`config.mk`:
```
export PLATFORM = sky130hd
export DESIGN_NAME = ring_job_queue_with_cancel_flat
export DESIGN_NICKNAME = d
export VERILOG_FILES = /design/src/hdl/rjq_pkg.sv /design/src/hdl/rjq_if.sv /design/src/hdl/rjq_ram.sv /design/src/hdl/rjq_ctrl.sv /design/src/hdl/ring_job_queue_with_cancel.sv /design/src/flat_wrapper.sv
export SDC_FILE = /design/constraint.sdc
export NUM_CORES = 2
export LEC_CHECK = 0
export ABC_AREA = 1
export ABC_CLOCK_PERIOD_IN_PS = 12900
export CAP_MARGIN = 20
export CELL_PAD_IN_SITES_DETAIL_PLACEMENT = 1
export CELL_PAD_IN_SITES_GLOBAL_PLACEMENT = 2
export CORE_MARGIN = 2
export CORE_UTILIZATION = 35
export CTS_BUF_LIST = sky130_fd_sc_hd__clkbuf_16
export DETAILED_ROUTE_END_ITERATION = 8
export DONT_BUFFER_PORTS = 1
export PLACE_DENSITY_LB_ADDON = 0.1
export SLEW_MARGIN = 25
export SYNTH_ARGS = -nofsm -noshare
export SYNTH_HDL_FRONTEND = slang
export SYNTH_SLANG_ARGS = --single-unit
```
`constraint.sdc`:
```
create_clock -name clk -period 12.9 [get_ports clk]
set_input_delay 3.87 -clock clk [delete_from_list [all_inputs] [get_ports clk]]
set_output_delay 3.87 -clock clk [all_outputs]
set_load 0.02 [all_outputs]
```
`src/hdl/rjq_pkg.sv`:
```
`timescale 1ns / 1ps
// ----------------------------------------------------------------------------
// rjq_pkg
// Shared types, codes and constants of the ring job queue.
// ----------------------------------------------------------------------------
package rjq_pkg;

	localparam int TAG_W     = 64;
	localparam int PAGE_W    = 8;
	localparam int ACTION_W  = 2;
	localparam int STATUS_W  = 3;
	localparam int DEPTH_DEF = 16;

	localparam logic [PAGE_W-1:0] MAX_PAGES_RST = 8'd50;

	typedef enum logic [ACTION_W-1:0] {
		ACT_ENQ    = 2'd0,
		ACT_DEQ    = 2'd1,
		ACT_CANCEL = 2'd2,
		ACT_CLEAR  = 2'd3
	} action_t;

	typedef enum logic [STATUS_W-1:0] {
		STS_OK       = 3'd0,
		STS_PAGES    = 3'd1,
		STS_FULL     = 3'd2,
		STS_EMPTY    = 3'd3,
		STS_NOTFOUND = 3'd4
	} status_t;

	typedef enum logic [2:0] {
		ST_IDLE,
		ST_EXEC,
		ST_DEQ,
		ST_SEARCH,
		ST_SHIFT,
		ST_RESULT
	} state_t;

	typedef struct packed {
		status_t             status;
		logic [TAG_W-1:0]    tag;
		logic [PAGE_W-1:0]   pages;
	} res_t;

endpackage

```
`src/hdl/rjq_if.sv`:
```
`timescale 1ns / 1ps
// ----------------------------------------------------------------------------
// rjq_if
// Valid/ready channels for queue commands and queue responses.
// ----------------------------------------------------------------------------
interface rjq_cmd_if import rjq_pkg::*; ();
	logic                valid;
	logic                ready;
	logic [ACTION_W-1:0] action;
	logic [TAG_W-1:0]    job_tag;
	logic [PAGE_W-1:0]   page_count;

	modport source (output valid, output action, output job_tag, output page_count,
		input ready);
	modport sink (input valid, input action, input job_tag, input page_count,
		output ready);
endinterface

interface rjq_rsp_if import rjq_pkg::*; ();
	logic                valid;
	logic                ready;
	logic [STATUS_W-1:0] status;
	logic [TAG_W-1:0]    job_tag_out;
	logic [PAGE_W-1:0]   page_count_out;

	modport source (output valid, output status, output job_tag_out,
		output page_count_out, input ready);
	modport sink (input valid, input status, input job_tag_out,
		input page_count_out, output ready);
endinterface

```
`src/hdl/rjq_ram.sv`:
```
`timescale 1ns / 1ps
// ----------------------------------------------------------------------------
// rjq_ram
// Generic single-write, single-read RAM with registered read data.
// ----------------------------------------------------------------------------
module rjq_ram #(
	parameter int WIDTH = 8,
	parameter int DEPTH = 16
) (
	input  logic                     clk,
	input  logic                     we,
	input  logic [$clog2(DEPTH)-1:0] waddr,
	input  logic [WIDTH-1:0]         wdata,
	input  logic                     re,
	input  logic [$clog2(DEPTH)-1:0] raddr,
	output logic [WIDTH-1:0]         rdata
);

	logic [WIDTH-1:0] mem_q [DEPTH];

	always_ff @(posedge clk) begin
		if (we) begin
			mem_q[waddr] <= wdata;
		end
		if (re) begin
			rdata <= mem_q[raddr];
		end
	end

endmodule

```
`src/hdl/rjq_ctrl.sv`:
```
`timescale 1ns / 1ps
// ----------------------------------------------------------------------------
// rjq_ctrl
// Sequencer around the slot RAM: enqueue, dequeue, cancel search and shift, and clear.
// ----------------------------------------------------------------------------
module rjq_ctrl import rjq_pkg::*; #(
	parameter int DEPTH = DEPTH_DEF
) (
	input  logic              clk,
	input  logic              arst_n,
	rjq_cmd_if.sink           cmd,
	input  logic [PAGE_W-1:0] max_pages,
	output logic              res_valid,
	input  logic              res_ready,
	output res_t              res
);

	localparam int PTR_W = $clog2(DEPTH);
	localparam int SLOT_W = TAG_W + PAGE_W;
	localparam logic [PTR_W-1:0] LAST = PTR_W'(DEPTH - 1);

	function automatic logic [PTR_W-1:0] nxt_f(input logic [PTR_W-1:0] i);
		return (i == LAST) ? '0 : i + 1'b1;
	endfunction

	state_t state_q, state_d;
	logic [PTR_W-1:0] head_q, tail_q, cur_q;
	action_t act_q;
	logic [TAG_W-1:0] tag_q;
	logic [PAGE_W-1:0] pages_q;
	res_t res_q;

	logic ram_we, ram_re;
	logic [PTR_W-1:0] ram_waddr, ram_raddr;
	logic [SLOT_W-1:0] ram_wdata, ram_rdata;

	logic empty, full, hit;
	logic [PTR_W-1:0] cur_nxt, cur_nxt2;

	assign empty    = (head_q == tail_q);
	assign full     = (nxt_f(tail_q) == head_q);
	assign cur_nxt  = nxt_f(cur_q);
	assign cur_nxt2 = nxt_f(cur_nxt);
	assign hit      = (ram_rdata[SLOT_W-1:PAGE_W] == tag_q);

	rjq_ram #(
		.WIDTH (SLOT_W),
		.DEPTH (DEPTH)
	) u_ram (
		.clk   (clk),
		.we    (ram_we),
		.waddr (ram_waddr),
		.wdata (ram_wdata),
		.re    (ram_re),
		.raddr (ram_raddr),
		.rdata (ram_rdata)
	);

	// next state
	always_comb begin
		state_d = state_q;
		case (state_q)
			ST_IDLE: begin
				if (cmd.valid) state_d = ST_EXEC;
			end
			ST_EXEC: begin
				case (act_q)
					ACT_DEQ:    state_d = empty ? ST_RESULT : ST_DEQ;
					ACT_CANCEL: state_d = empty ? ST_RESULT : ST_SEARCH;
					default:    state_d = ST_RESULT;
				endcase
			end
			ST_DEQ: state_d = ST_RESULT;
			ST_SEARCH: begin
				if (cur_nxt == tail_q) state_d = ST_RESULT;
				else if (hit)          state_d = ST_SHIFT;
			end
			ST_SHIFT: begin
				if (cur_nxt2 == tail_q) state_d = ST_RESULT;
			end
			ST_RESULT: begin
				if (res_ready) state_d = ST_IDLE;
			end
			default: state_d = ST_IDLE;
		endcase
	end

	// outputs and ram control
	always_comb begin
		cmd.ready = (state_q == ST_IDLE);
		res_valid = (state_q == ST_RESULT);
		res       = res_q;
		ram_we    = 1'b0;
		ram_waddr = tail_q;
		ram_wdata = {tag_q, pages_q};
		ram_re    = 1'b0;
		ram_raddr = head_q;
		case (state_q)
			ST_EXEC: begin
				case (act_q)
					ACT_ENQ: ram_we = (pages_q <= max_pages) && !full;
					ACT_DEQ: ram_re = !empty;
					ACT_CANCEL: ram_re = !empty;
					default: ram_re = 1'b0;
				endcase
			end
			ST_SEARCH: begin
				ram_re    = (cur_nxt != tail_q);
				ram_raddr = cur_nxt;
			end
			ST_SHIFT: begin
				// move the later job one slot toward the head
				ram_we    = 1'b1;
				ram_waddr = cur_q;
				ram_wdata = ram_rdata;
				ram_re    = (cur_nxt2 != tail_q);
				ram_raddr = cur_nxt2;
			end
			default: ram_we = 1'b0;
		endcase
	end

	always_ff @(posedge clk or negedge arst_n) begin
		if (!arst_n) begin
			state_q <= ST_IDLE;
			head_q  <= '0;
			tail_q  <= '0;
		end else begin
			state_q <= state_d;
			case (state_q)
				ST_EXEC: begin
					if (act_q == ACT_ENQ && pages_q <= max_pages && !full) begin
						tail_q <= nxt_f(tail_q);
					end else if (act_q == ACT_CLEAR) begin
						head_q <= '0;
						tail_q <= '0;
					end
				end
				ST_DEQ: head_q <= nxt_f(head_q);
				ST_SEARCH: begin
					if (hit && cur_nxt == tail_q) tail_q <= cur_q;
				end
				ST_SHIFT: begin
					if (cur_nxt2 == tail_q) tail_q <= cur_nxt;
				end
				default: head_q <= head_q;
			endcase
		end
	end

	always_ff @(posedge clk) begin
		case (state_q)
			ST_IDLE: begin
				if (cmd.valid) begin
					act_q   <= action_t'(cmd.action);
					tag_q   <= cmd.job_tag;
					pages_q <= cmd.page_count;
				end
			end
			ST_EXEC: begin
				res_q.tag   <= '0;
				res_q.pages <= '0;
				cur_q <= head_q;
				case (act_q)
					ACT_ENQ: begin
						if (pages_q > max_pages) res_q.status <= STS_PAGES;
						else if (full)           res_q.status <= STS_FULL;
						else                     res_q.status <= STS_OK;
					end
					ACT_DEQ, ACT_CANCEL: begin
						res_q.status <= empty ? STS_EMPTY : STS_OK;
					end
					default: res_q.status <= STS_OK;
				endcase
			end
			ST_DEQ: begin
				res_q.tag   <= ram_rdata[SLOT_W-1:PAGE_W];
				res_q.pages <= ram_rdata[PAGE_W-1:0];
			end
			ST_SEARCH: begin
				if (!hit) begin
					cur_q <= cur_nxt;
					if (cur_nxt == tail_q) res_q.status <= STS_NOTFOUND;
				end
			end
			ST_SHIFT: cur_q <= cur_nxt;
			default: cur_q <= cur_q;
		endcase
	end

endmodule

```
`src/hdl/ring_job_queue_with_cancel.sv`:
```
`timescale 1ns / 1ps
// ----------------------------------------------------------------------------
// ring_job_queue_with_cancel
// Circular job queue with page limit, dequeue, cancel by tag and clear.
// ----------------------------------------------------------------------------
// One command is handled at a time; every command gives exactly one response
// transaction. Enqueue and clear go from the exec state to the result state,
// dequeue reads its slot in a dequeue state between them, and cancel walks
// the slots in search and shift states: the search visits slots from the
// head up to the match and the shift visits the slots after it. The walk is
// set by the single read port of the slot RAM, one slot per cycle. A new
// command is accepted once the previous response has moved into the output
// register. max_pages may only be written while no command is in flight.
// ----------------------------------------------------------------------------
module ring_job_queue_with_cancel import rjq_pkg::*; #(
	parameter int DEPTH = DEPTH_DEF
) (
	input  logic              clk,
	input  logic              arst_n,
	rjq_cmd_if.sink           cmd,
	rjq_rsp_if.source         rsp,
	input  logic              cfg_wr_en,
	input  logic [PAGE_W-1:0] cfg_wr_data
);

	logic [PAGE_W-1:0] max_pages_q;
	logic res_valid, res_ready;
	res_t res, out_q;
	logic out_valid_q;

	always_ff @(posedge clk or negedge arst_n) begin
		if (!arst_n) begin
			max_pages_q <= MAX_PAGES_RST;
		end else if (cfg_wr_en) begin
			max_pages_q <= cfg_wr_data;
		end
	end

	rjq_ctrl #(
		.DEPTH (DEPTH)
	) u_ctrl (
		.clk       (clk),
		.arst_n    (arst_n),
		.cmd       (cmd),
		.max_pages (max_pages_q),
		.res_valid (res_valid),
		.res_ready (res_ready),
		.res       (res)
	);

	// output register frees the sequencer while the response waits
	assign res_ready = !out_valid_q || rsp.ready;

	always_ff @(posedge clk or negedge arst_n) begin
		if (!arst_n) begin
			out_valid_q <= 1'b0;
		end else if (res_ready) begin
			out_valid_q <= res_valid;
		end
	end

	always_ff @(posedge clk) begin
		if (res_ready && res_valid) begin
			out_q <= res;
		end
	end

	assign rsp.valid          = out_valid_q;
	assign rsp.status         = out_q.status;
	assign rsp.job_tag_out    = out_q.tag;
	assign rsp.page_count_out = out_q.pages;

endmodule

```
`src/flat_wrapper.sv`:
```
// flat-port wrapper written by rule: the top's interface ports become plain ports
module ring_job_queue_with_cancel_flat import rjq_pkg::*;
#(
	parameter int DEPTH = DEPTH_DEF
)
  (clk, arst_n, cfg_wr_en, cfg_wr_data, cmd_valid, cmd_action, cmd_job_tag, cmd_page_count, cmd_ready, rsp_valid, rsp_status, rsp_job_tag_out, rsp_page_count_out, rsp_ready);
  rjq_cmd_if cmd_i ();
  rjq_rsp_if rsp_i ();
  input  logic clk;
  input  logic arst_n;
  input  logic cfg_wr_en;
  input  logic [PAGE_W-1:0] cfg_wr_data;
  input wire logic [$bits(cmd_i.valid)-1:0] cmd_valid;
  input wire logic [$bits(cmd_i.action)-1:0] cmd_action;
  input wire logic [$bits(cmd_i.job_tag)-1:0] cmd_job_tag;
  input wire logic [$bits(cmd_i.page_count)-1:0] cmd_page_count;
  output wire logic [$bits(cmd_i.ready)-1:0] cmd_ready;
  output wire logic [$bits(rsp_i.valid)-1:0] rsp_valid;
  output wire logic [$bits(rsp_i.status)-1:0] rsp_status;
  output wire logic [$bits(rsp_i.job_tag_out)-1:0] rsp_job_tag_out;
  output wire logic [$bits(rsp_i.page_count_out)-1:0] rsp_page_count_out;
  input wire logic [$bits(rsp_i.ready)-1:0] rsp_ready;
  assign cmd_i.valid = cmd_valid;
  assign cmd_i.action = cmd_action;
  assign cmd_i.job_tag = cmd_job_tag;
  assign cmd_i.page_count = cmd_page_count;
  assign cmd_ready = cmd_i.ready;
  assign rsp_valid = rsp_i.valid;
  assign rsp_status = rsp_i.status;
  assign rsp_job_tag_out = rsp_i.job_tag_out;
  assign rsp_page_count_out = rsp_i.page_count_out;
  assign rsp_i.ready = rsp_ready;
  ring_job_queue_with_cancel #(.DEPTH(DEPTH)) u_core (.clk(clk), .arst_n(arst_n), .cmd(cmd_i), .rsp(rsp_i), .cfg_wr_en(cfg_wr_en), .cfg_wr_data(cfg_wr_data));
endmodule
```
# == Word-level counts from Yosys, hierarchy flattened ==
# Memory sizes are Yosys's and may differ from the RTL's. A register that Yosys moved wholly into a read port is not among the register bits.
# Cells that the tools add are included.
# Widths: inputs -> output; s select.
# word_totals
regBits,248
out_inout_bits,77
ram_bits,1152
memories,1
# classes
eq_ne,29
order_cmp,2
mux,39
reduce_logical,21
add_sub_neg,4
# mem_list
name,depth,word_bits,read_ports,rd_ports_with_merged_regs,write_ports,line_no,source
u_core.u_ctrl.u_ram.mem_q,16,72,1,1,1,rjq_ram.sv:19,logic [WIDTH-1:0] mem_q [DEPTH];
# op_table
operator,count
$pmux 72 s2,1
$mux 72,1
$eq 64x64->1,1
$mux 4,11
$mux 3,9
$pmux 4 s3,2
$pmux 3 s6,1
$add 4x1->4 const B,4
$eq 4x4->1,4
$eq 4x4->1 const B,4
$ne 2x2->1 const B,8
$pmux 4 s2,2
$pmux 3 s2,2
$gt 8x8->1,1
$le 8x8->1,1
$ne 4x4->1,2
$reduce_and 4->1,2
$eq 3x2->1 const B,2
$eq 3x3->1 const B,2
$mux 2,3
$ne 3x3->1 const B,2
$reduce_and 3->1,2
$logic_and 1x1->1,5
$eq 2x2->1 const B,2
other kinds (14),21

# == Longest topological paths before layout ==
# depth
depth_word,9
depth_mapped,15
ltp_nobuf,15

# == Modules after synthesis ==
# Synthesis repeated with hierarchy kept, for this count alone.
# unflattened
hier_cells,5869
area_unflattened_um2,62809.0
# modules_own_cells
module,area_per_inst_um2,cells_per_inst,instances
rjq_ram,51421.8,4731,1
rjq_ctrl,8774.7,1024,1
ring_job_queue_with_cancel,2612.5,114,1

# == Worst setup path after synthesis ==
# Ideal clock, no wire load.
# synth_timing
kind,input to register
startpoint,in cmd_valid
endpoint,"reg u_core.u_ctrl.act_q[0], enable pin"
setup_ps,597
n_path_buf,0
t_required_ps,12303
arrival_ps,8919
path_stages,2
path_slack_ps,3384
path_cell_list,inv_1 -> nor3_1
# synth_between
elab_chain_cells,1
# synth_lines
element,line_no,source
from (decl),flat_wrapper.sv:13,input wire logic [$bits(cmd_i.valid)-1:0] cmd_valid;
$reduce_and 2->1 (no source line),--,
to (signal assigned),rjq_ctrl.sv:155,act_q <= action_t'(cmd.action);
to (decl),rjq_ctrl.sv:28,action_t act_q;
# No other way between the ends.
# A chain may end at the register's enable or synchronous reset.

# == Worst setup path after layout ==
# layout_timing
startpoint,reg u_core.u_ctrl.state_q[1]
endpoint,out cmd_ready
# layout_between
elab_chain_cells,1
# layout_lines
element,line_no,source
from (decl),rjq_ctrl.sv:26,"state_t state_q, state_d;"
from (signal assigned),rjq_ctrl.sv:129,state_q <= state_d;
$logic_not 3->1,rjq_ctrl.sv:90,cmd.ready = (state_q == ST_IDLE);
to (decl),flat_wrapper.sv:17,output wire logic [$bits(cmd_i.ready)-1:0] cmd_ready;
# No other way between the ends.

==> summary.md <==
| Metric | Value |
|---|---|
| Slowest stage delay, CP | `430 ps` |
| Via/cell ratio | `4.98` |
| Largest net degree at the start of global routing | `between 200 and 250` |
| Status | `completed` |
| Worst setup EP type | `primary output` |
| Vias after detailed routing | `between 30000 and 40000` |
| Fmax | `169 MHz` |
| Vias in the first global route | `37000` |
| Final GP Congestion | `about 0.73` |
| Die Footprint | `177000 um^2` |
| DP HPWL | `between 90000 and 100000 um` |
| Clock Tree Root | `clkbuf_16` |
| Type of the worst setup path | `reg2out` |
| Clock power share | `24.8%` |
| Type of origin of the critical path | `flip-flop` |
| Mapped Cells | `4888` |
| CTS tree | `built` |
| CP Max Fanout | `5` |
| ANT nets after route | `0` |
| Relative slew slack | `23.0%` |
| Overall power | `about 18 mW` |
| Total CTS buffers | `169` |
| FP Rows | `152` |
| Worst IR Drop VDD | `201 uV` |
| Comb power frac | `between 30% and 40%` |
| Layout cell share with drive strength beyond 1 | `7.95%` |
| Clk slew on worst S/H paths | `60 ps` |
| Post-synthesis register bit count | `1472` |
| Skew-Pair Late Insertion Delay | `800 ps` |
| Cell internal pwr | `11.2 mW` |
| Slew @ Worst Pin | `between 1000 and 1500 ps` |
| Most frequent cells in the layout | `1452 x edfxtp_1, 998 x nand2_1, 799 x inv_1` |
| Finished Core Util | `40.0%` |
| Hold-fix buffers, CTS | `0` |
| Min Tclk post-route | `about 6000 ps` |
| Port bufs | `0` |
| Initial Util | `35.3%` |
| # nets final | `approximately 5000` |
| Post-CTS sizing | `0` |
| Largest delay share family, worst path | `simple AND/OR/NAND/NOR gates` |
| Final hold vios | `0` |
| First-pass GRT wire length | `252000 um` |
| P per Cell Area | `approximately 270 nW/um^2` |
| Skew final | `27.4 ps` |
| Worst path arrival time | `2040 ps` |
| Crit path max-delay cell type | `dfrtp_1` |
| Number of iterations in the first detailed-routing pass | `5` |
| Post-synth EDFFs | `1452` |
| Synth Cell Area | `60600 um^2` |
| Max cap viols | `0` |
| Worst EP required | `9030 ps` |
| First DRT Iteration DRCs | `~2500` |
| H-Tree Depth | `4` |
| Area Overhead vs Synth | `13.3%` |
| Worst hold-check path type | `reg2reg` |
| Tot GR Track Use | `19.6%` |
| Gr ovfl total | `0` |
| Post-synth top area share | `71.9%` |
| YS warnings | `0` |
| IO Pins | `164` |
| Crit path buf inv count | `1` |
| RSZ-0062 raised after global routing | `false` |
| CTS Buffer Depth | `3` |
| Syn_area_per_cell | `12.4 um^2` |
| Most common cell after layout, fill and taps aside | `edfxtp_1` |
| CTS Sinks | `1472` |
| Final worst-path cycle share | `45.8%` |
| Post-synthesis cell type count | `40` |
| Switching power | `~7.1 mW` |
| Final setup violation count | `0` |
| Reg power frac | `40.4%` |
| Setup Buffers After CTS | `0` |
| Fin Setup TNS | `0 ps` |
| WL/cell | `23.4 um` |
| Switching Share | `around two fifths` |
| Core area | `172000 um^2` |
| Ys async rst share | `1.36%` |
| Leakage | `roughly 25 nW` |
| Die H | `420 um` |
| Total routed wirelength | `172000 um` |
| Dominant cells by area after synthesis | `edfxtp_1 72%, o211ai_1 7.0%, nand2_1 6.2%` |
| Antenna violations before repair | `10` |
| Yosys top cell by area | `edfxtp_1` |
| Most used DFF post-synth | `edfxtp_1` |
| Drt drc | `0` |
| Syn nets | `~5000` |
| Final Max Tran Viols | `0` |
| Die width | `420 um` |
| Crit path cell chain | `nor2_2, inv_1, nor2_1` |
| Seq/Total Area, Yosys | `72.7%` |
synthesized netlist by cell type (all sizes together) (3+ instances only):
cell	instances
edfxtp	1452
nand2	1005
inv	750
o211ai	576
nand3	462
buf	199
nor2	171
o21ai	96
clkbuf	67
xor2	27
dfrtp	17
ha	17
nand4	9
a21oi	8
nor3	6
a22oi	3
dfstp	3
xnor2	3
routing by layer:
metal,GRT usage [%],up-vias,share of wire [%]
met2,32.2,529,48
li1,-,17200,-
met4,5.42,8,2.3
met1,27.0,18700,47
met5,0,-,0.036
met3,2.89,214,3.2
per-stage QoR:
step / setup WS (ps) / cell area (um^2) / hold slack (ps) / cells
after floorplan: 3380 / 60600 / 400 / 4888
after detailed placement: 6970 / 63400 / 405 / 7059
after global routing: 6840 / 68700 / 418 / 7368
after CTS: 6880 / 68600 / 406 / 7365
final: 6990 / 68700 / 414 / 7370
after global placement: 7000 / 63400 / 401 / 7059
final timing paths:
| kind | from | endpoint | slack, ps | cells after the start |
|---|---|---|---|---|
| min in group asynchronous | arst_n | u_core.u_ctrl.state_q[1] | 2770 | 0 |
| max in group asynchronous | arst_n | u_core.max_pages_q[4] | 9950 | 0 |
| setup reg to reg | u_core.u_ctrl.state_q[1] | u_core.u_ctrl.u_ram.rdata[34] | 7850 | 12 |
| hold / removal | u_core.u_ctrl.res[28] | u_core.rsp.job_tag_out[20] | 410 | 0 |
| setup / recovery | u_core.u_ctrl.state_q[1] | cmd_ready | 6990 | 3 |
| hold reg to reg | u_core.u_ctrl.res[28] | u_core.rsp.job_tag_out[20] | 410 | 0 |
worst register-to-register path, cell delays in order, from the launching register on:
cell	delay [ps]
dfrtp_1	430
nor2_2	300
nand2_8	290
inv_1	450
nand2_1	170
nand3_4	640
buf_4	930
buf_4	900
nand2_1	230
o211ai_1	150
nand3_1	110
nand3_1	120
nand2_1	70
cell type report:
type                            instances  area, um^2
Antenna cell                            4        10.0
Clock buffer                          171        4280
Clock inverter                        135         938
Fill cell                           18000      103000
Inverter                              750        2840
Multi-Input combinational cell       2400       12600
Sequential cell                      1472       44100
Tap cell                             2310        2890
Timing Repair Buffer                  128        1050
logic make-up (layout without fill, tap and decap cells):
group	after synthesis	count (layout)	share of synthesized area, %
AOI/OAI and AO/OA	695	695	8.25
adders and majority gates	17	17	0.351
xor gates and xnor gates	30	30	0.433
buffers and inverters	1016	1184	6.89
DFF	1472	1472	72.7
other	0	4	0
muxes	1	1	0.0186
and+or+nand+nor	1657	1657	11.3
sequential cells by signal, summed over array words and instances (netlist names):
name                       flops
u_core.max_pages_q             8
u_core.rsp.job_tag_out        64
u_core.rsp.page_count_out      8
u_core.rsp.status              3
u_core.rsp.valid               1
u_core.u_ctrl.act_q            2
u_core.u_ctrl.cur_q            4
u_core.u_ctrl.head_q           4
u_core.u_ctrl.pages_q          8
u_core.u_ctrl.res             75
u_core.u_ctrl.state_q          3
u_core.u_ctrl.tag_q           64
u_core.u_ctrl.tail_q           4
u_core.u_ctrl.u_ram.mem_q   1152
u_core.u_ctrl.u_ram.rdata     72
power groups by stage:
stage                     Combinational [mW]  Sequential (mW)  Clock [mW]
after floorplan                         4.11             7.46           0
after global placement                  6.43             7.48           0
after detailed placement                6.50             7.51           0
after CTS                               6.52             7.41        4.67
after global routing                    7.15             7.47        4.85
final                                   6.35             7.39        4.53
No activity file was read; power rests on OpenSTA's default activity.
